**src/sv/three_band_stereo_equalizer_assert.svh**
```systemverilog
// Assertion macros shared by the equalizer RTL.
// Clock is i_clk, reset is i_rst_n (active low); checks are off while reset is held.
`ifndef THREE_BAND_STEREO_EQUALIZER_ASSERT_SVH
`define THREE_BAND_STEREO_EQUALIZER_ASSERT_SVH

// Same-cycle implication
`define TBSE_ASSERT_SAME(label, ante, cons, msg) \
    label: assert property (@(posedge i_clk) disable iff (!i_rst_n) \
        (ante) |-> (cons)) else $error(msg);

// Next-cycle implication
`define TBSE_ASSERT_NEXT(label, ante, cons, msg) \
    label: assert property (@(posedge i_clk) disable iff (!i_rst_n) \
        (ante) |=> (cons)) else $error(msg);

`endif

```
**src/sv/tbse_pkg.sv**
```systemverilog
package tbse_pkg;

    // Block dimensions
    localparam int CHANNELS    = 2;
    localparam int SAMPLE_BITS = 16;
    localparam int STATE_BITS  = 32;
    localparam int OUT_CH      = 2;
    localparam int LANES       = (CHANNELS < OUT_CH) ? CHANNELS : OUT_CH;
    localparam int FRAC_EXT    = STATE_BITS - SAMPLE_BITS;

    // Register field widths
    localparam int COEF_W = 16;
    localparam int GAIN_W = 15;
    localparam int VOL_W  = 16;
    localparam int DATA_W = 32;
    localparam int ADDR_W = 5;
    localparam int IDX_W  = ADDR_W - 2;

    // Datapath widths
    localparam int DIFF_W = STATE_BITS + 1;
    localparam int FP_W   = DIFF_W + COEF_W + 1;
    localparam int G_W    = DIFF_W + GAIN_W + 1;
    localparam int SUM_W  = STATE_BITS + 4;
    localparam int Y_W    = SUM_W + VOL_W + 1;
    localparam int CL_W   = STATE_BITS + 1;
    localparam int PCM_W  = CL_W + SAMPLE_BITS;
    localparam int RND_W  = Y_W + SAMPLE_BITS;

    // Rounding shifts
    localparam int COEF_SHIFT = 16;
    localparam int GAIN_SHIFT = 14;
    localparam int VOL_SHIFT  = 15;
    localparam int PCM_SHIFT  = STATE_BITS - 1;

    // Register indexes
    localparam logic [IDX_W-1:0] REG_LOW_COEF  = IDX_W'(0);
    localparam logic [IDX_W-1:0] REG_HIGH_COEF = IDX_W'(1);
    localparam logic [IDX_W-1:0] REG_GAIN_LOW  = IDX_W'(2);
    localparam logic [IDX_W-1:0] REG_GAIN_MID  = IDX_W'(3);
    localparam logic [IDX_W-1:0] REG_GAIN_HIGH = IDX_W'(4);
    localparam logic [IDX_W-1:0] REG_VOLUME    = IDX_W'(5);

    // Register reset values
    localparam logic [COEF_W-1:0] RST_LOW_COEF  = COEF_W'(1815);
    localparam logic [COEF_W-1:0] RST_HIGH_COEF = COEF_W'(23776);
    localparam logic [GAIN_W-1:0] RST_GAIN      = GAIN_W'(16384);
    localparam logic [VOL_W-1:0]  RST_VOLUME    = VOL_W'(26214);

    // Saturation bounds and PCM full scale
    localparam logic signed [RND_W-1:0] FS_POS = RND_W'(1) << (STATE_BITS - 1);
    localparam logic signed [RND_W-1:0] FS_NEG = -FS_POS;
    localparam logic signed [SAMPLE_BITS-1:0] OUT_MAX = {1'b0, {(SAMPLE_BITS-1){1'b1}}};

    typedef logic signed [SAMPLE_BITS-1:0] t_sample;
    typedef logic signed [PCM_W-1:0]       t_pcm;

    typedef struct packed {
        logic [COEF_W-1:0] coef_lo;
        logic [COEF_W-1:0] coef_hi;
        logic [GAIN_W-1:0] gain_lo;
        logic [GAIN_W-1:0] gain_mid;
        logic [GAIN_W-1:0] gain_hi;
        logic [VOL_W-1:0]  volume;
    } t_cfg;

    typedef enum logic [2:0] {
        S_IDLE,
        S_FILT,
        S_UPD,
        S_GAIN,
        S_SUM,
        S_VOL,
        S_PCM,
        S_OUT
    } t_eq_state;

    typedef struct packed {
        logic      load;
        logic      restart;
        t_eq_state step;
    } t_lane_ctl;

    // Arithmetic shift right by s, rounding halves away from zero
    function automatic logic signed [RND_W-1:0] rnd_shr(input logic signed [RND_W-1:0] p,
                                                        input int unsigned s);
        logic signed [RND_W-1:0] h;
        h = RND_W'(1) << (s - 1);
        if (p < 0) begin
            h = h - RND_W'(1);
        end
        return (p + h) >>> s;
    endfunction

endpackage

```
**src/sv/tbse_regs.sv**
```systemverilog
module tbse_regs (
    input  logic                         i_clk,
    input  logic                         i_rst_n,
    input  logic                         psel,
    input  logic                         penable,
    input  logic                         pwrite,
    input  logic [tbse_pkg::ADDR_W-1:0]  paddr,
    input  logic [tbse_pkg::DATA_W-1:0]  pwdata,
    output logic [tbse_pkg::DATA_W-1:0]  prdata,
    output logic                         pready,
    output tbse_pkg::t_cfg               o_cfg
);
    import tbse_pkg::*;

    t_cfg             r_cfg;
    logic [IDX_W-1:0] w_idx;
    logic             w_wr;

    assign w_idx  = paddr[ADDR_W-1:2];
    assign w_wr   = psel & penable & pwrite;
    assign pready = 1'b1;
    assign o_cfg  = r_cfg;

    // Write the addressed register, drop writes past the list
    always_ff @(posedge i_clk) begin
        if (!i_rst_n) begin
            r_cfg.coef_lo  <= RST_LOW_COEF;
            r_cfg.coef_hi  <= RST_HIGH_COEF;
            r_cfg.gain_lo  <= RST_GAIN;
            r_cfg.gain_mid <= RST_GAIN;
            r_cfg.gain_hi  <= RST_GAIN;
            r_cfg.volume   <= RST_VOLUME;
        end else if (w_wr) begin
            case (w_idx)
                REG_LOW_COEF:  r_cfg.coef_lo  <= pwdata[COEF_W-1:0];
                REG_HIGH_COEF: r_cfg.coef_hi  <= pwdata[COEF_W-1:0];
                REG_GAIN_LOW:  r_cfg.gain_lo  <= pwdata[GAIN_W-1:0];
                REG_GAIN_MID:  r_cfg.gain_mid <= pwdata[GAIN_W-1:0];
                REG_GAIN_HIGH: r_cfg.gain_hi  <= pwdata[GAIN_W-1:0];
                REG_VOLUME:    r_cfg.volume   <= pwdata[VOL_W-1:0];
                default: ;
            endcase
        end
    end

    // Return the addressed register
    always_comb begin
        case (w_idx)
            REG_LOW_COEF:  prdata = DATA_W'(r_cfg.coef_lo);
            REG_HIGH_COEF: prdata = DATA_W'(r_cfg.coef_hi);
            REG_GAIN_LOW:  prdata = DATA_W'(r_cfg.gain_lo);
            REG_GAIN_MID:  prdata = DATA_W'(r_cfg.gain_mid);
            REG_GAIN_HIGH: prdata = DATA_W'(r_cfg.gain_hi);
            REG_VOLUME:    prdata = DATA_W'(r_cfg.volume);
            default:       prdata = '0;
        endcase
    end

endmodule

```
**config.mk**
```make
export PLATFORM = sky130hd
export DESIGN_NAME = tbse_regs
export DESIGN_NICKNAME = d
export VERILOG_FILES = /design/src/sv/three_band_stereo_equalizer_assert.svh /design/src/sv/tbse_pkg.sv /design/src/sv/tbse_regs.sv
export SDC_FILE = /design/constraint.sdc
export NUM_CORES = 1
export LEC_CHECK = 0
export ABC_AREA = 0
export BUFFER_PORTS_ARGS = -buffer_cell sky130_fd_sc_hd__buf_4
export CAP_MARGIN = 0
export CORE_MARGIN = 5
export CORE_UTILIZATION = 30
export CTS_CLUSTER_DIAMETER = 50
export DETAILED_ROUTE_END_ITERATION = 10
export PLACE_DENSITY = 0.65
export RECOVER_POWER = 50
export REMOVE_ABC_BUFFERS = 1
export SETUP_SLACK_MARGIN = 0.2
export SKIP_CTS_REPAIR_TIMING = 1
export SLEW_MARGIN = 5
export SYNTH_ARGS = -nofsm -noshare
export SYNTH_HDL_FRONTEND = slang
export SYNTH_SLANG_ARGS = --single-unit
```
**constraint.sdc**
```tcl
create_clock -name i_clk -period 1.7 [get_ports i_clk]
set_clock_uncertainty 0.15 [all_clocks]
set_input_delay 0.34 -clock i_clk [delete_from_list [all_inputs] [get_ports i_clk]]
set_output_delay 0.34 -clock i_clk [all_outputs]
set_load 0.02 [all_outputs]
```
# Word-level counts from Yosys, hierarchy flattened
# Index checks and enable logic that the tools add are counted.
[word_totals]
mem_bits_rw = 0
register_bits = 93
memories = 0
inputBits = 42
latch_bits = 0
wordCells = 21
romBits = 0
output_inout_bits = 126
[classes]
n_bitwise = 2
mux = 1
n_reduce_logical = 7
eq_ne = 5
div_mod_pow = 0
n_mul = 0
n_addsub = 0
n_shift = 0
n_lt_le_gt_ge = 0
[ops]
columns = ["cell", "count"]
rows = [
  ["$pmux 16 s6", 1],
  ["$reduce_and 2->1", 6],
  ["$eq 3x2->1 const B", 2],
  ["$eq 3x3->1 const B", 2],
  ["$eq 3x1->1 const B", 1],
  ["$logic_not 3->1", 1],
  ["$and 1x1->1", 2],
]

# Longest topological paths before layout
# Gate-level depths: netlist of the first run.
[depth]
ltp_word = 3
depth_mapped = 6
mapped_depth_nobuf = 3

# Worst setup path before layout of the first run
# No wires, ideal clock.
[synth_path]
path_kind = "input port to output port"
startpoint = "in paddr[4] (netlist name)"
endpoint = "out prdata[13] (netlist name)"
t_arrival_ps = 1523
stages = 4
n_path_buf = 2
required_time_ps = 1210
slack_ps = -313
path_cell_list = "or2_2 > clkbuf_1 > clkbuf_1 > o21ai_0"
[synth_via]
elab_chain_len = 2
elab_cells_between_ends = 7
classes_between = "eq/ne (5); mux (1); reduce/logical (1)"
[synth_rtl]
columns = ["item", "line_no", "source"]
rows = [
  ["start: declaration", "tbse_regs.sv:7", "input logic [tbse_pkg::ADDR_W-1:0] paddr,"],
  ["$eq 3x3->1 (tied with other cells)", "tbse_regs.sv:48", "case (w_idx)"],
  ["$pmux 16 s6 (*)", "tbse_regs.sv:48", ""],
  ["end: declaration", "tbse_regs.sv:9", "output logic [tbse_pkg::DATA_W-1:0] prdata,"],
]
# Mark *: on every way between the ends. The rest lies on a longest branch, timed or not.

# Worst setup path in the final report of the first run
[layout_path]
startpoint = "in paddr[4] (netlist name)"
endpoint = "out prdata[14] (netlist name)"
# The elaborated chain is that of the path after synthesis.

==> impl_metrics.csv, run 1 <==
group,metric,value,unit
synthesis,synth-edff-count,0,
timing,final-setup-viol-count,15,
layout,drive_above_1_share,43.62,%
floorplan,die_area,17140,um^2
global_route,overflow,0,
synthesis,synth_seq_area_share,42.44,%
synthesis,yosysWarnings,0,
timing,timing.fmax,527.5,MHz
power_and_ir_drop,peakVddDrop,0.3418,mV
layout,diodes,0,
critical_path,cp_cell_sequence,"buf_4, clkinv_1, buf_4, a22oi_1, a21oi_1, buf_4",
clocking,root_buffer,"clkbuf_16",
drt,drt-pass1-iter-count,5,
place,io_buffers,132,
place,dp_hpwl,10740,um
global_route,grt_max_degree,56,
power_and_ir_drop,power_density,735.8,nW/um^2
drt,wl,15160,um
clocking,cts_sinks,93,
timing,hold_viol,0,
critical_path,required,1.21,ns
timing,rsz0062_at_grt,"true",
synthesis,synth.distinct_cells,32,
layout,layout_commonest_cell,"buf_4",
critical_path,worst-path-max-fanout,8,
place,place_ws,-0.2609,ns
critical_path,critPathSlowestCell,"buf_4",
floorplan,row_count,44,
power_and_ir_drop,p_leak,0.002777,uW
clocking,cts_tree,"built",
floorplan,fp.dieW,130.9,um
floorplan,die_y,130.9,um
critical_path,crit_top_cell,"buf_4",
clocking,htree_levels,3,
floorplan,initial_core_util,30.41,%
place,place_inst,786,
critical_path,path_class,"in -> out",
timing,finalWorstSetupSlack,-0.1959,ns
floorplan,io_pins,168,
drt,vias,4100,
run_status,status,"complete, but fails checks",
synthesis,synthCells,464,
drt,drt-initial-drc-count,191,
timing,slew_viol_final,0,
critical_path,max_stage_delay,0.23,ns
timing,slew_headroom,55.47,%
floorplan,core_area,14420,um^2
critical_path,cp_top_family,"buffers and inverters",
drt,drc,0,
critical_path,crit_buf_inv,4,
layout,nets,673,
timing,period_share,111.5,%
layout,largest_reg_flops,93,
timing,fin_crit,1.896,ns
drt,drtAntennaViolNets,0,
hold_path,hold_path.class,"in -> reg",
global_route,antenna_found_initial,0,
synthesis,async_flop_share,0,%
place,gp_congestion,0.8241,
synthesis,syn_area,4387,um^2
timing,tightest_slew,0.6663,ns
global_route,grt_pass1_wl,21580,um
clocking,clock_latency,0.34,ns
synthesis,syn_area_per_cell,9.454,um^2
critical_path,critPathCaptureType,"output port",
timing,fin_tns_setup,-2.225,ns
synthesis,synth_ff_type,"dfxtp_1",
critical_path,worst_setup_path_start_kind,"primary input",
clocking,cts_max_path_buffers,2,
critical_path,crit_arrival,1.41,ns
layout,final_cell_mix,"149 x buf_4, 85 x nand2_1, 75 x mux2i_1, 67 x dfxtp_1, 26 x dfxtp_2",
drt,avgViaCountPerCell,5.006,
clocking,numCtsBuffers,9,
global_route,grt_pass1_vias,3936,
layout,syn_to_final_growth,47.86,%
job,maxCapViolCount,0,
run_status,violations,"negative setup slack",
synthesis,synth_seq_cells,93,
global_route,grt_usage,16.59,%
drt,routedWlPerCell,18.51,um
layout,layoutNonFillerInstCount,819,
clocking,path_clk_slew,0.06,ns
[report_power, final]
part | internal, uW | leakage [uW] | switching, uW | total [uW]
sequential | 2200 | 0.000758 | 17.0 | 2220
clock | 1100 | 0.000139 | 802 | 1900
combinational | 280 | 0.00188 | 372 | 653
[metal layers]
metal	wire (um)	global-route usage, %	vias to the layer above
met5	0	0	-
met4	297	6.776	0
met3	857	4.878	19
met2	7385	26.57	121
met1	6621	20.94	2012
li1	-	-	1948
[cell type report]
cell class	count	area (um^2)
fillers	1377	7938
multi-input cells	315	2362
flip-flops and latches	93	1894
repair buffers	193	1649
clock buffers	14	274.0
well taps	184	230.2
inverters	19	71.32
clock inverters	1	5.005
[path summary, 6_finish.rpt]
kind	from	endpoint	slack, ns	cells past startpoint
worst min register to register	o_cfg[34]$_SDFFE_PN0P_	o_cfg[34]$_SDFFE_PN0P_	0.32	2
worst max register to register	o_cfg[60]$_SDFFE_PN1P_	o_cfg[60]$_SDFFE_PN1P_	0.77	3
worst max-delay path	paddr[4]	prdata[14]	-0.20	6
worst min-delay path	pwdata[0]	o_cfg[77]$_SDFFE_PN1P_	0.12	3
[stage by stage]
step	hold WS, ns	util, %	power [uW]	area, um^2
after global placement	0.3073	40.22	2823	5802
final	0.1179	44.97	4772	6486
after global routing	0.1139	44.97	4950	6486
after detailed placement	0.3154	40.22	2835	5802
after CTS	0.1085	42.16	4735	6081
after floorplan	0.2789	-	2507	4130
[kinds of logic after synthesis]
family | synth area share (%)
AO/OA/AOI/OAI | 13.41
flip-flops | 42.44
multiplexers | 23.99
AND/OR/NAND/NOR | 11.24
other | 0.1712
buffers and inverters | 8.756
[worst register-to-register path: stages (launching register included)]
cell	delay (ns)
dfxtp_2	0.32
buf_4	0.13
o21ai_0	0.06
o311ai_0	0.13
[cell usage after synthesis, types with 10 or more instances]
cell type,n,area share (%)
a21oi_1,10,1.1
a22oi_1,15,2.6
buf_4,21,3.6
clkbuf_1,19,1.6
dfxtp_1,93,42
inv_1,18,1.5
mux2_2,25,6.4
mux2i_1,77,18
nand2_1,85,7.3
o211ai_1,15,2.6
o21ai_0,24,2.7
o311ai_0,10,2.0
Power figures use the tool's default switching activity.
==> run 2: changes to the inputs <==
CORE_ASPECT_RATIO = 1.75   (was unset)
==> impl_metrics.csv, run 2 (same netlist as run 1, synthesis figures left out) <==
group,metric,value,unit
power_and_ir_drop,p_sw_share,25.02,%
timing,slew_viol_final,0,
layout,fillCellCount,1371,
timing,final-setup-viol-count,15,
run_status,violations,"negative setup slack",
critical_path,worst-path-max-fanout,3,
critical_path,path_class,"reg -> out",
timing,timing.fmax,518.8,MHz
drt,wl,15950,um
global_route,overflow,0,
layout,layout_commonest_cell,"buf_4",
clocking,cts_max_path_buffers,2,
drt,wl_met2,8666,um
global_route,grt_pass1_vias,4145,
hold_path,hold_path.class,"in -> reg",
floorplan,core_area,14370,um^2
drt,wl_met3,745,um
global_route,grt_max_degree,44,
power_and_ir_drop,p_seq_share,45.2,%
floorplan,io_pins,168,
drt,met1Wirelength,5997,um
drt,highest_layer,"met4",
clocking,cts_tree,"built",
place,place_inst,797,
power_and_ir_drop,p_leak,0.002952,uW
layout,syn_to_final_growth,52.82,%
timing,hold_viol,0,
floorplan,row_count,58,
clocking,numCtsBuffers,9,
clocking,htree_levels,3,
drt,drc,0,
drt,vias,4176,
power_and_ir_drop,power.share.clock,40.7,%
critical_path,critPathSlowestCell,"dfxtp_2",
floorplan,initial_core_util,30.53,%
timing,rsz0062_at_grt,"true",
critical_path,critPathCaptureType,"output port",
global_route,grt_pass1_wl,22250,um
drt,drtAntennaViolNets,0,
power_and_ir_drop,power.switching,1226,uW
critical_path,path_depth,4,
layout,layoutNonFillerInstCount,834,
critical_path,worst_setup_path_start_kind,"register",
power_and_ir_drop,combPwrFrac,14.1,%
clocking,clock_latency,0.34,ns
drt,drt-initial-drc-count,213,
floorplan,die_y,170.0,um
clocking,path_clk_slew,0.07,ns
drt,routedWlPerCell,19.13,um
floorplan,die_area,17240,um^2
drt,avgViaCountPerCell,5.007,
global_route,grt_usage,16.86,%
critical_path,crit_buf_inv,1,
critical_path,required,1.21,ns
layout,final_cell_mix,"179 x buf_4, 84 x nand2_1, 76 x mux2i_1, 61 x dfxtp_1, 32 x dfxtp_2",
place,io_buffers,132,
clocking,cts_sinks,93,
run_status,status,"complete, but fails checks",
power_and_ir_drop,power_density,730.9,nW/um^2
layout,fin_util,46.66,%
hold_path,hold_path_depth,3,
timing,fin_crit,1.927,ns
critical_path,max_stage_delay,0.34,ns
layout,nets,690,
global_route,antenna_found_initial,1,
critical_path,r2r_cells,3,
critical_path,cp_cell_sequence,"mux2_2, a221oi_2, a21oi_1, buf_4",
power_and_ir_drop,peakVddDrop,0.4839,mV
timing,finalWorstSetupSlack,-0.2275,ns
critical_path,cp_top_family,"flip-flops",
drt,drt-pass1-iter-count,4,
layout,drive_above_1_share,47.93,%
layout,largest_reg_flops,93,
power_and_ir_drop,intPower,3674,uW
clocking,root_buffer,"clkbuf_16",
timing,period_share,113.4,%
floorplan,fp.dieW,101.4,um
place,gp_congestion,0.7912,
job,maxCapViolCount,0,
place,dp_hpwl,11240,um
critical_path,crit_arrival,1.44,ns
==> run 2: stage by stage <==
stage / total power [uW] / worst slack [ns] / area, um^2 / setup TNS, ns / hold WS, ns
after floorplan: 2507 / -0.4712 / 4130 / -6.924 / 0.2789
after global placement: 2838 / -0.4040 / 5884 / -25.48 / 0.3069
after detailed placement: 2846 / -0.4653 / 5884 / -29.59 / 0.3180
after CTS: 4826 / -0.4584 / 6177 / -5.829 / 0.1105
after global routing: 5073 / -0.2580 / 6704 / -3.071 / 0.1219
final: 4900 / -0.2275 / 6704 / -2.453 / 0.1163
==> run 2: power by group through the flow <==
stage / logic, uW / registers, uW / clock network [uW]
final: 690 / 2220 / 1990
after global routing: 732 / 2220 / 2120
after CTS: 583 / 2220 / 2030
after detailed placement: 582 / 2260 / 0
after global placement: 574 / 2260 / 0
after floorplan: 223 / 2280 / 0
==> run 2: final timing paths <==
| kind | start | end | slack, ns |
|---|---|---|---|
| worst min register to register | o_cfg[29]$_SDFFE_PN0P_ | o_cfg[29]$_SDFFE_PN0P_ | 0.33 |
| worst min-delay path | pwdata[9] | o_cfg[86]$_SDFFE_PN1P_ | 0.12 |
| worst max register to register | o_cfg[60]$_SDFFE_PN1P_ | o_cfg[60]$_SDFFE_PN1P_ | 0.76 |
| worst max-delay path | o_cfg[47]$_SDFFE_PN0P_ | prdata[1] | -0.23 |
==> run 2: layout make-up <==
cell class	instances	area (um^2)	area share, %
Multi-Input combinational cell	315	2422	36.13
Sequential cell	93	1902	28.37
Timing Repair Buffer	210	1788	26.67
Clock buffer	11	242.7	3.621
Tap cell	180	225.2	3.359
Inverter	19	71.32	1.064
Clock inverter	5	50.05	0.7465
Antenna cell	1	2.502	0.03733
==> run 2: routing by layer <==
layer  GRT usage (%)  vias up
met2           30.76      131
li1                -     1975
met3           3.076       31
met5               0        -
met4           9.144        0
met1           17.85     2039
==> run 2: tightest hold or removal path: cells and delay by family <==
family | cells | cell delay, ns
buffers and inverters | 1 | 0.09
AO/OA/AOI/OAI | 1 | 0.08
AND/OR/NAND/NOR | 1 | 0.06
