==> src/sv/three_band_stereo_equalizer_assert.svh <==
// Assertion macros shared by the equalizer RTL.
// Clock is i_clk, reset is i_rst_n (active low); checks are off while reset is held.
`ifndef THREE_BAND_STEREO_EQUALIZER_ASSERT_SVH
`define THREE_BAND_STEREO_EQUALIZER_ASSERT_SVH

// Same-cycle implication
`define TBSE_ASSERT_SAME(label, ante, cons, msg) \
    label: assert property (@(posedge i_clk) disable iff (!i_rst_n) \
        (ante) |-> (cons)) else $error(msg);

// Next-cycle implication
`define TBSE_ASSERT_NEXT(label, ante, cons, msg) \
    label: assert property (@(posedge i_clk) disable iff (!i_rst_n) \
        (ante) |=> (cons)) else $error(msg);

`endif

==> src/sv/tbse_pkg.sv <==
package tbse_pkg;

    // Block dimensions
    localparam int CHANNELS    = 2;
    localparam int SAMPLE_BITS = 16;
    localparam int STATE_BITS  = 32;
    localparam int OUT_CH      = 2;
    localparam int LANES       = (CHANNELS < OUT_CH) ? CHANNELS : OUT_CH;
    localparam int FRAC_EXT    = STATE_BITS - SAMPLE_BITS;

    // Register field widths
    localparam int COEF_W = 16;
    localparam int GAIN_W = 15;
    localparam int VOL_W  = 16;
    localparam int DATA_W = 32;
    localparam int ADDR_W = 5;
    localparam int IDX_W  = ADDR_W - 2;

    // Datapath widths
    localparam int DIFF_W = STATE_BITS + 1;
    localparam int FP_W   = DIFF_W + COEF_W + 1;
    localparam int G_W    = DIFF_W + GAIN_W + 1;
    localparam int SUM_W  = STATE_BITS + 4;
    localparam int Y_W    = SUM_W + VOL_W + 1;
    localparam int CL_W   = STATE_BITS + 1;
    localparam int PCM_W  = CL_W + SAMPLE_BITS;
    localparam int RND_W  = Y_W + SAMPLE_BITS;

    // Rounding shifts
    localparam int COEF_SHIFT = 16;
    localparam int GAIN_SHIFT = 14;
    localparam int VOL_SHIFT  = 15;
    localparam int PCM_SHIFT  = STATE_BITS - 1;

    // Register indexes
    localparam logic [IDX_W-1:0] REG_LOW_COEF  = IDX_W'(0);
    localparam logic [IDX_W-1:0] REG_HIGH_COEF = IDX_W'(1);
    localparam logic [IDX_W-1:0] REG_GAIN_LOW  = IDX_W'(2);
    localparam logic [IDX_W-1:0] REG_GAIN_MID  = IDX_W'(3);
    localparam logic [IDX_W-1:0] REG_GAIN_HIGH = IDX_W'(4);
    localparam logic [IDX_W-1:0] REG_VOLUME    = IDX_W'(5);

    // Register reset values
    localparam logic [COEF_W-1:0] RST_LOW_COEF  = COEF_W'(1815);
    localparam logic [COEF_W-1:0] RST_HIGH_COEF = COEF_W'(23776);
    localparam logic [GAIN_W-1:0] RST_GAIN      = GAIN_W'(16384);
    localparam logic [VOL_W-1:0]  RST_VOLUME    = VOL_W'(26214);

    // Saturation bounds and PCM full scale
    localparam logic signed [RND_W-1:0] FS_POS = RND_W'(1) << (STATE_BITS - 1);
    localparam logic signed [RND_W-1:0] FS_NEG = -FS_POS;
    localparam logic signed [SAMPLE_BITS-1:0] OUT_MAX = {1'b0, {(SAMPLE_BITS-1){1'b1}}};

    typedef logic signed [SAMPLE_BITS-1:0] t_sample;
    typedef logic signed [PCM_W-1:0]       t_pcm;

    typedef struct packed {
        logic [COEF_W-1:0] coef_lo;
        logic [COEF_W-1:0] coef_hi;
        logic [GAIN_W-1:0] gain_lo;
        logic [GAIN_W-1:0] gain_mid;
        logic [GAIN_W-1:0] gain_hi;
        logic [VOL_W-1:0]  volume;
    } t_cfg;

    typedef enum logic [2:0] {
        S_IDLE,
        S_FILT,
        S_UPD,
        S_GAIN,
        S_SUM,
        S_VOL,
        S_PCM,
        S_OUT
    } t_eq_state;

    typedef struct packed {
        logic      load;
        logic      restart;
        t_eq_state step;
    } t_lane_ctl;

    // Arithmetic shift right by s, rounding halves away from zero
    function automatic logic signed [RND_W-1:0] rnd_shr(input logic signed [RND_W-1:0] p,
                                                        input int unsigned s);
        logic signed [RND_W-1:0] h;
        h = RND_W'(1) << (s - 1);
        if (p < 0) begin
            h = h - RND_W'(1);
        end
        return (p + h) >>> s;
    endfunction

endpackage

==> src/sv/tbse_merge.sv <==
module tbse_merge (
    input  logic              i_clk,
    input  logic              i_rst_n,
    input  logic              i_load,
    input  tbse_pkg::t_pcm    i_pcm [tbse_pkg::LANES],
    input  logic              i_stall,
    output logic              o_valid,
    output logic              o_free,
    output tbse_pkg::t_sample o_out [tbse_pkg::OUT_CH]
);
    import tbse_pkg::*;

    logic    r_valid;
    t_sample r_out [OUT_CH];
    t_sample n_out [OUT_CH];

    assign o_valid = r_valid;
    assign o_free  = !r_valid || !i_stall;

    // Round each lane to PCM; unused outputs read zero
    for (genvar gc = 0; gc < OUT_CH; gc++) begin : g_out
        if (gc < LANES) begin : g_lane
            logic signed [RND_W-1:0] w_r;
            assign w_r       = rnd_shr(RND_W'(i_pcm[gc]), PCM_SHIFT);
            assign n_out[gc] = w_r[SAMPLE_BITS-1:0];
        end else begin : g_zero
            assign n_out[gc] = '0;
        end
        assign o_out[gc] = r_out[gc];
    end

    // Hold the result until taken
    always_ff @(posedge i_clk) begin
        if (!i_rst_n) begin
            r_valid <= 1'b0;
        end else if (i_load) begin
            r_valid <= 1'b1;
        end else if (!i_stall) begin
            r_valid <= 1'b0;
        end
    end

    always_ff @(posedge i_clk) begin
        if (i_load) begin
            r_out <= n_out;
        end
    end

endmodule

==> config.mk <==
export PLATFORM = sky130hd
export DESIGN_NAME = tbse_merge
export DESIGN_NICKNAME = d
export VERILOG_FILES = /design/src/sv/three_band_stereo_equalizer_assert.svh /design/src/sv/tbse_pkg.sv /design/src/sv/tbse_merge.sv
export SDC_FILE = /design/constraint.sdc
export NUM_CORES = 1
export LEC_CHECK = 0
export BUFFER_PORTS_ARGS = -buffer_cell sky130_fd_sc_hd__buf_2
export CAP_MARGIN = 40
export CORE_ASPECT_RATIO = 1.2
export CORE_MARGIN = 5
export CORE_UTILIZATION = 32
export CTS_CLUSTER_SIZE = 30
export DETAILED_ROUTE_END_ITERATION = 8
export MAX_ROUTING_LAYER = met4
export PLACE_DENSITY_LB_ADDON = 0.08
export SKIP_CTS_REPAIR_TIMING = 1
export SYNTH_ARGS = -nofsm -noshare
export SYNTH_HDL_FRONTEND = slang
export SYNTH_SLANG_ARGS = --single-unit
==> constraint.sdc <==
create_clock -name i_clk -period 7.05 [get_ports i_clk]
set_clock_uncertainty 0.2 [all_clocks]
set_input_delay 1.41 -clock i_clk [delete_from_list [all_inputs] [get_ports i_clk]]
set_output_delay 1.41 -clock i_clk [all_outputs]
set_load 0.1 [all_outputs]
Yosys cells after proc, flatten, opt, wreduce, memory -nomap -nowiden. Cells that the tools add are included.

Flip-flop bits (word level): 33. Bits in latches: 0. Memory bits (writable): 0. Memory bits (read-only): 0. Input bits: 102. Output and inout port bits: 34. Word-level logic and storage cells: 15. Memories: 0.

Add/sub/neg operators: 2. $mul: 0. Div/mod/pow operators: 0. Magnitude comparators: 2. Equal/unequal tests: 1. Shift-type cells: 0. Muxes and demuxes: 4. Bitwise logic cells: 0. Reduce and logical (&&, ||, !) cells: 3.

Operator list (number): < comparator 49 x 1 -> 1 bit, second input constant (2); adder 47 bit (2); 2-to-1 mux 31 bit (2); logical NOT 1 bit (2); 2-to-1 mux 1 bit (2); != test 2 bit, second input constant (1); logical OR 1 bit (1).

Logic depth before layout (Yosys ltp). Gate-level depths: netlist of run 1.

Depth in word-level cells: 3. Depth in mapped cells: 9. Mapped depth without buffers: 8.

Least setup slack after synthesis of run 1. OpenSTA, ideal clock, no wires.

Kind: input to output. From: input i_stall. To: output o_free. Arrival time: 2.047 ns. Required time: 5.440 ns. Slack: 3.393 ns. Cell stages on the path: 1. Buffers on the path: 0. Cell sequence: nand2_1.

Longest elaborated chain between the ends: 2.

Ends and longest elaborated chain: start, declared (RTL line tbse_merge.sv:6) `input logic i_stall,`; logical NOT 1 bit; logical OR 1 bit (RTL line tbse_merge.sv:18) `assign o_free = !r_valid || !i_stall;`; end, declared (RTL line tbse_merge.sv:8) `output logic o_free,`.

No other way between the ends.

Worst setup path in the final report of run 1.
From: input i_pcm[97] (netlist bit). To: register r_out, in the netlist o_out[19], data pin.

Longest elaborated chain between the ends: 3.

Ends and longest elaborated chain: start, declared (RTL line tbse_merge.sv:5) `input tbse_pkg::t_pcm i_pcm [tbse_pkg::LANES],`; < comparator 49 x 1 -> 1 bit (RTL line tbse_pkg.sv:88) `if (p < 0) begin`; 2-to-1 mux 31 bit (RTL line tbse_pkg.sv:88); adder 47 bit (RTL line tbse_pkg.sv:91) `return (p + h) >>> s;`; via g_out[0].g_lane.w_r[3] (RTL line tbse_merge.sv:23) `logic signed [RND_W-1:0] w_r;`; end signal, assigned (RTL line tbse_merge.sv:45) `r_out <= n_out;`; end, declared (RTL line tbse_merge.sv:14) `t_sample r_out [OUT_CH];`.

The timed path passes the listed nets, and every way through them passes these cells. A chain may end at the register's enable or synchronous reset.

==> key figures, run 1 <==
Run status
  – Status: completed

Critical path
  – Worst R2R Path Depth: 2
  – RR Startpoint: o_valid
  – Crit path kind: input pin to register
  – WP data arrival: 3890 ps
  – CP Buf/Inv Count: 2
  – Critical path capture point type: register
  – CP cell instances: buf_2 -> inv_1 -> ha_1 -> nand2_1 -> nor4_2 -> nand2_1 -> o211ai_2 -> o21ai_0 -> xnor2_1
  – Crit path launch: i_pcm[97]
  – CP max-delay cell: o211ai_2
  – Most used cell, CP: nand2_1
  – Crit-path max FO: 31
  – Worst path top cell family by delay: compound AO/OA/AOI/OAI gates
  – Setup crit start kind: input pin
  – Crit path largest cell delay: 560 ps
  – Critical path depth in cells: 9
  – Required @ worst endpoint: 6860 ps

Logic synthesis
  – Synth warn: 0
  – Cells after Synth: approximately 360
  – Seq cells post-synth: 33
  – Register area share after synthesis: between 20% and 30%
  – Mapped cell area: about 3500 sq um
  – Post-Syn Area per Cell: 9.73 sq um
  – Post-Syn Nets: 524
  – Yosys cell types: 56

Clock tree
  – Reg clk slew, reported paths: approximately 50 ps
  – Clock Tree Buf Depth: 2
  – Clk_lat worst skew: approximately 270 ps
  – CTS tree: done
  – CTS Buf Count: 5
  – Sink Count: 33
  – Root Buffer: clkbuf_16
  – H-tree levels: 2

Floorplanning
  – Core area: 10900 sq um
  – Starting Density: 32.2%
  – IO Count: 136
  – Die W: 106 um
  – Die area: 13200 sq um
  – Row Count: between 40 and 50
  – Die Span Y: 125 um

Drt
  – Post-route ant nets: 0
  – Total Wirelength: 9130 um
  – Vias: roughly 3400
  – WL/cell: about 15 um
  – Pre-Repair DR Iteration Count: 4
  – Via density: 5.36
  – Detailed-route DRC error count: 0
  – DRT iter0 DRCs: 71

Power and ir drop
  – Peak VDD IR: around 0.089 mV
  – LEAKAGE: 1.96 nW
  – PD cells: 173 nW/um^2

Final layout
  – N_diodes: 0
  – Non-Filler Instances: 628
  – # nets final: 658
  – Share of cells above drive strength 1: 32.7%
  – Synthesis-to-finish area growth: 25.7%

Timing
  – Final Hold Fails: 0
  – Slew @ Worst Pin: 798 ps
  – Post-route minimum period: between 4000 and 5000 ps
  – Final TNS setup: 0 ps
  – Slew HR: a little under half
  – Fmax: 0.245 GHz
  – Final worst-path cycle share: 57.9%
  – Count of final max-slew check failures: 0
  – Unrepaired setup endpoints after global routing: no
  – # setup viols final: 0

Worst hold path
  – Worst Hold Class: register to register
  – Worst Hold Launch: o_valid
  – Hold depth: 2

Placed design
  – PortBufs: 133
  – GPL Wtd Cong: around 0.79
  – DP HPWL: 7580 um
  – Placed Cells: about 620

Global route
  – GRT overflow: 0
  – Total GRT Usage: 13.7%
  – Number of global-route vias before repair: 3412
  – First-pass GRT wire length: around 15000 um
  – Largest net degree at the start of global routing: 34
  – Initial antenna violation count: 0

Run
  – # Max-Cap Violations: 0
through the flow:
step	utilization [%]	worst slack, ps	hold WS (ps)	cell area, sq um	power, W
CTS	40.5	2930	335	4420	0.000773
finish	40.5	2970	330	4420	0.000765
global route	40.5	2680	360	4420	0.000808
floorplan	-	3390	780	3520	0.000488
detailed placement	39.3	2660	330	4290	0.000570
global placement	39.2	2700	308	4280	0.000567
registers in the layout, indices dropped and copies added, names as in the netlist:
name	flops
o_valid	1
o_out	32
tightest hold or removal path, delay by kind of cell (launching register included):
kind / cells / cell delay (ps)
AOI/OAI and AO/OA: 1 / 120
and+or+nand+nor: 1 / 50
DFF: 1 / 320
path summary, 6_finish.rpt:
kind / end / slack, ps
min reg2reg: o_valid / 330
max reg2reg: o_valid / 6250
max: o_out[19] / 2970
min: o_valid / 330
routing by layer:
layer	track usage, %	vias up	wire [um]
li1	-	1727	-
met1	15.2	1541	3830
met2	25.3	91	4650
met3	2.90	7	559
met4	2.44	0	90
met5	-	-	0
kinds of logic (layout without fill, tap and decap cells):
| family | Yosys count | after routing | synth area share [%] |
|---|---|---|---|
| flip-flops | 33 | 33 | 27.9 |
| AO/OA/AOI/OAI | 130 | 130 | 26.7 |
| XOR/XNOR | 27 | 27 | 6.72 |
| AND/OR/NAND/NOR | 99 | 99 | 14.8 |
| buffers and inverters | 13 | 147 | 2.56 |
| adder cells (fa/ha/maj) | 60 | 60 | 21.3 |
synth_stat cells, drive strengths merged:
cell,number,share of area [%]
a2111o,1,0.32
o22ai,3,0.71
a21oi,37,5.3
buf,5,1.4
o211ai,15,4.2
dfxtp,1,0.57
a211oi,7,1.6
nand3b,1,0.21
edfxtp,32,27
nor4,4,0.89
ha,60,21
and4,1,0.25
o2111ai,12,3.2
clkbuf,2,0.50
nand3,15,2.1
nand4,8,1.6
or2,1,0.18
o221a,1,0.32
o41ai,2,0.50
a31o,2,0.50
o2bb2ai,1,0.25
nor2,12,1.3
and2,5,0.89
o31ai,1,0.21
o21a,7,1.5
or4,1,0.32
o2111a,2,0.64
a31oi,2,0.78
nand2b,1,0.18
nor2b,2,0.36
a2111oi,2,0.50
o211a,1,0.28
inv,6,0.64
o31a,1,0.25
nand2,28,3.0
a41oi,1,0.25
nor3,6,0.99
and3,14,2.6
a221oi,1,0.25
a311oi,1,0.25
xnor2,27,6.7
a21o,7,1.5
o21ai,23,3.5
layout make-up:
| class | instances | area [sq um] |
|---|---|---|
| fill | 1137 | 6510 |
| timing repair buffer | 134 | 673 |
| clock buffer | 6 | 129 |
| tap | 132 | 165 |
| inverter | 6 | 22.5 |
| multi-input combinational | 316 | 2450 |
| clock inverter | 1 | 3.75 |
| sequential | 33 | 981 |
power by group:
group	leakage, nW	switching (W)	internal [W]
Clock	0.0644	0.0000719	0.000127
Sequential	0.322	0.00000409	0.000235
Combinational	1.57	0.000233	0.0000932
cells in the final DEF (no fill, tap or decap), types with 2 or more instances in the layout:
master and count:
buf_2 133, ha_1 60, a21oi_1 37, edfxtp_1 32, nand2_1 28, xnor2_1 27, o21ai_0 19, nand3_1 15
nor2_1 12, and3_1 12, o2111ai_1 11, o211ai_1 8, nand4_1 7, o21a_1 7, o211ai_2 7, a21o_1 7
inv_1 6, a211oi_1 6, and2_1 5, nor3_1 5, clkbuf_16 5, nor4_1 3, o21ai_2 2, o21ai_1 2
a31o_2 2, o22ai_1 2, a2111oi_0 2, o41ai_1 2, and3_2 2, nor2b_1 2, o2111a_1 2
(Power assumes the default switching activity.)
==> run 2, diff against run 1 <==
==> constraint.sdc (replaced) <==
create_clock -name i_clk -period 3.3 [get_ports i_clk]
set_clock_uncertainty 0.2 [all_clocks]
set_input_delay 0.66 -clock i_clk [delete_from_list [all_inputs] [get_ports i_clk]]
set_output_delay 0.66 -clock i_clk [all_outputs]
set_load 0.1 [all_outputs]
==> key figures, run 2 (synthesis results as in run 1) <==
Critical path
  – Critical path capture point type: register
  – Crit path kind: input pin to register
  – R2r setup slk: 2490 ps
  – Worst path top cell family by delay: buffers and inverters
  – Worst R2R Path Depth: 2
  – Setup crit start kind: input pin
  – RR Startpoint: o_valid
  – Worst r2r dst: o_valid
  – CP cell instances: buf_2 -> buf_4 -> ha_1 -> inv_1 -> nor4_1 -> nand3_1 -> a31oi_4 -> buf_12 -> o21ai_0 -> xnor2_1
  – Crit-path max FO: 17
  – CP Buf/Inv Count: 4
  – CP max-delay cell: ha_1
  – Required @ worst endpoint: 3120 ps
  – WP data arrival: 2750 ps
  – Crit path largest cell delay: 380 ps

Global route
  – Largest net degree at the start of global routing: 34
  – GRT overflow: 0
  – Total GRT Usage: between 10% and 20%
  – First-pass GRT wire length: 15400 um
  – Number of global-route vias before repair: 3482
  – Initial antenna violation count: 0

Clock tree
  – Clk_lat worst skew: 270 ps
  – CTS Buf Count: 5
  – Root Buffer: clkbuf_16
  – Reg clk slew, reported paths: ~50 ps
  – CTS tree: done
  – H-tree levels: 2
  – Sink Count: 33
  – Clock Tree Buf Depth: 2

Drt
  – Vias: 3404
  – Via density: 5.23
  – DRT iter0 DRCs: slightly above 80
  – Post-route ant nets: 0
  – Total Wirelength: 9240 um
  – Pre-Repair DR Iteration Count: 4
  – Detailed-route DRC error count: 0
  – WL/cell: 14.2 um

Placed design
  – GPL Wtd Cong: approximately 0.8
  – DP HPWL: 7800 um
  – Placed Cells: 644
  – PortBufs: 133

Power and ir drop
  – Sequential fraction of design power: 30.5%
  – Logic pwr share: 43.8%
  – LEAKAGE: 2.08 nW
  – P_int: ~0.001 W
  – Switch share: 40.1%
  – Peak VDD IR: 0.215 mV
  – Clk pwr share: 25.7%
  – Switching pwr: ~0.00067 W
  – PD cells: 361 nW/um^2
  – Tot Pwr: 0.00168 W

Run
  – # Max-Cap Violations: 0

Timing
  – Unrepaired setup endpoints after global routing: no
  – # setup viols final: 0
  – Worst hold margin: roughly 340 ps
  – Fmax: around 0.34 GHz
  – Slew HR: 49.1%
  – Final TNS setup: 0 ps
  – Post-route minimum period: 2930 ps
  – Final worst-path cycle share: 88.7%
  – Slew @ Worst Pin: 763 ps
  – Final Hold Fails: 0
  – Count of final max-slew check failures: 0

Final layout
  – Fin util: 42.4%
  – Commonest non-fill, non-tap cell in the layout: buf_2
  – Share of cells above drive strength 1: a little over a third
  – # nets final: 681
  – Non-Filler Instances: 651
  – FILL cells: 1122
  – Max reg flops: 32
  – Commonest non-fill, non-tap cells in the layout: buf_2 (133), ha_1 (60), a21oi_1 (37), edfxtp_1 (32), nand2_1 (28)
  – Synthesis-to-finish area growth: 31.6%
  – N_diodes: 0

Floorplanning
  – Die Span Y: 125 um
  – Core area: between 10000 and 15000 sq um
  – Die area: 13200 sq um
  – Starting Density: around a third
  – Die W: 106 um
  – IO Count: 136
  – Row Count: 42

Worst hold path
  – Worst Hold Launch: o_valid
  – Hold depth: 2
  – Worst Hold Class: register to register
  – Worst Hold End: o_valid

Run status
  – Status: completed
## run 2: cell types whose count changed in the layout (fill, tap and decap cells not counted), sizes merged
cell  before  now
buf      134  157
## run 2: worst reg2reg max path, delay by kind of cell (launching register included)
kind | cells | cell delay (ps)
AOI/OAI and AO/OA | 1 | 120
and+or+nand+nor | 1 | 60
DFF | 1 | 310
## run 2: final cells by class
| type | instances | area [sq um] | area share [%] |
|---|---|---|---|
| multi-input combinational | 316 | 2450 | 52.9 |
| sequential | 33 | 981 | 21.2 |
| timing repair buffer | 157 | 883 | 19.1 |
| tap | 132 | 165 | 3.56 |
| clock buffer | 6 | 129 | 2.78 |
| inverter | 6 | 22.5 | 0.486 |
| clock inverter | 1 | 3.75 | 0.0810 |
## run 2: per-stage QoR
stage                     cell area (sq um)  worst slack [ps]
after floorplan                        3520               651
after global placement                 4490              -103
after detailed placement               4500              69.6
after CTS                              4630               354
after global routing                   4630               147
final                                  4630               372
## run 2: how the worst max path moves through the flow
stage	cells after the start	startpoint	slack, ps	endpoint
floorplan	1	o_valid	650	o_free
global placement	8	i_pcm[97]	-100	o_out[19]
detailed placement	10	i_pcm[48]	70	o_out[3]
CTS	10	i_pcm[48]	350	o_out[3]
global route	10	i_pcm[48]	150	o_out[3]
finish	10	i_pcm[48]	370	o_out[3]
## run 2: power groups by stage
stage / Sequential (W) / Clock (W) / Combinational [W]
after global placement: 0.000518 / 0 / 0.000730
after CTS: 0.000511 / 0.000440 / 0.000739
after floorplan: 0.000782 / 0 / 0.000261
after global routing: 0.000515 / 0.000458 / 0.000796
after detailed placement: 0.000519 / 0 / 0.000736
final: 0.000511 / 0.000431 / 0.000734
## run 2: metal layers
metal	wire [um]	track usage (%)
met4	114	2.74
met1	3950	16.6
met3	456	2.59
met5	0	-
met2	4720	25.5
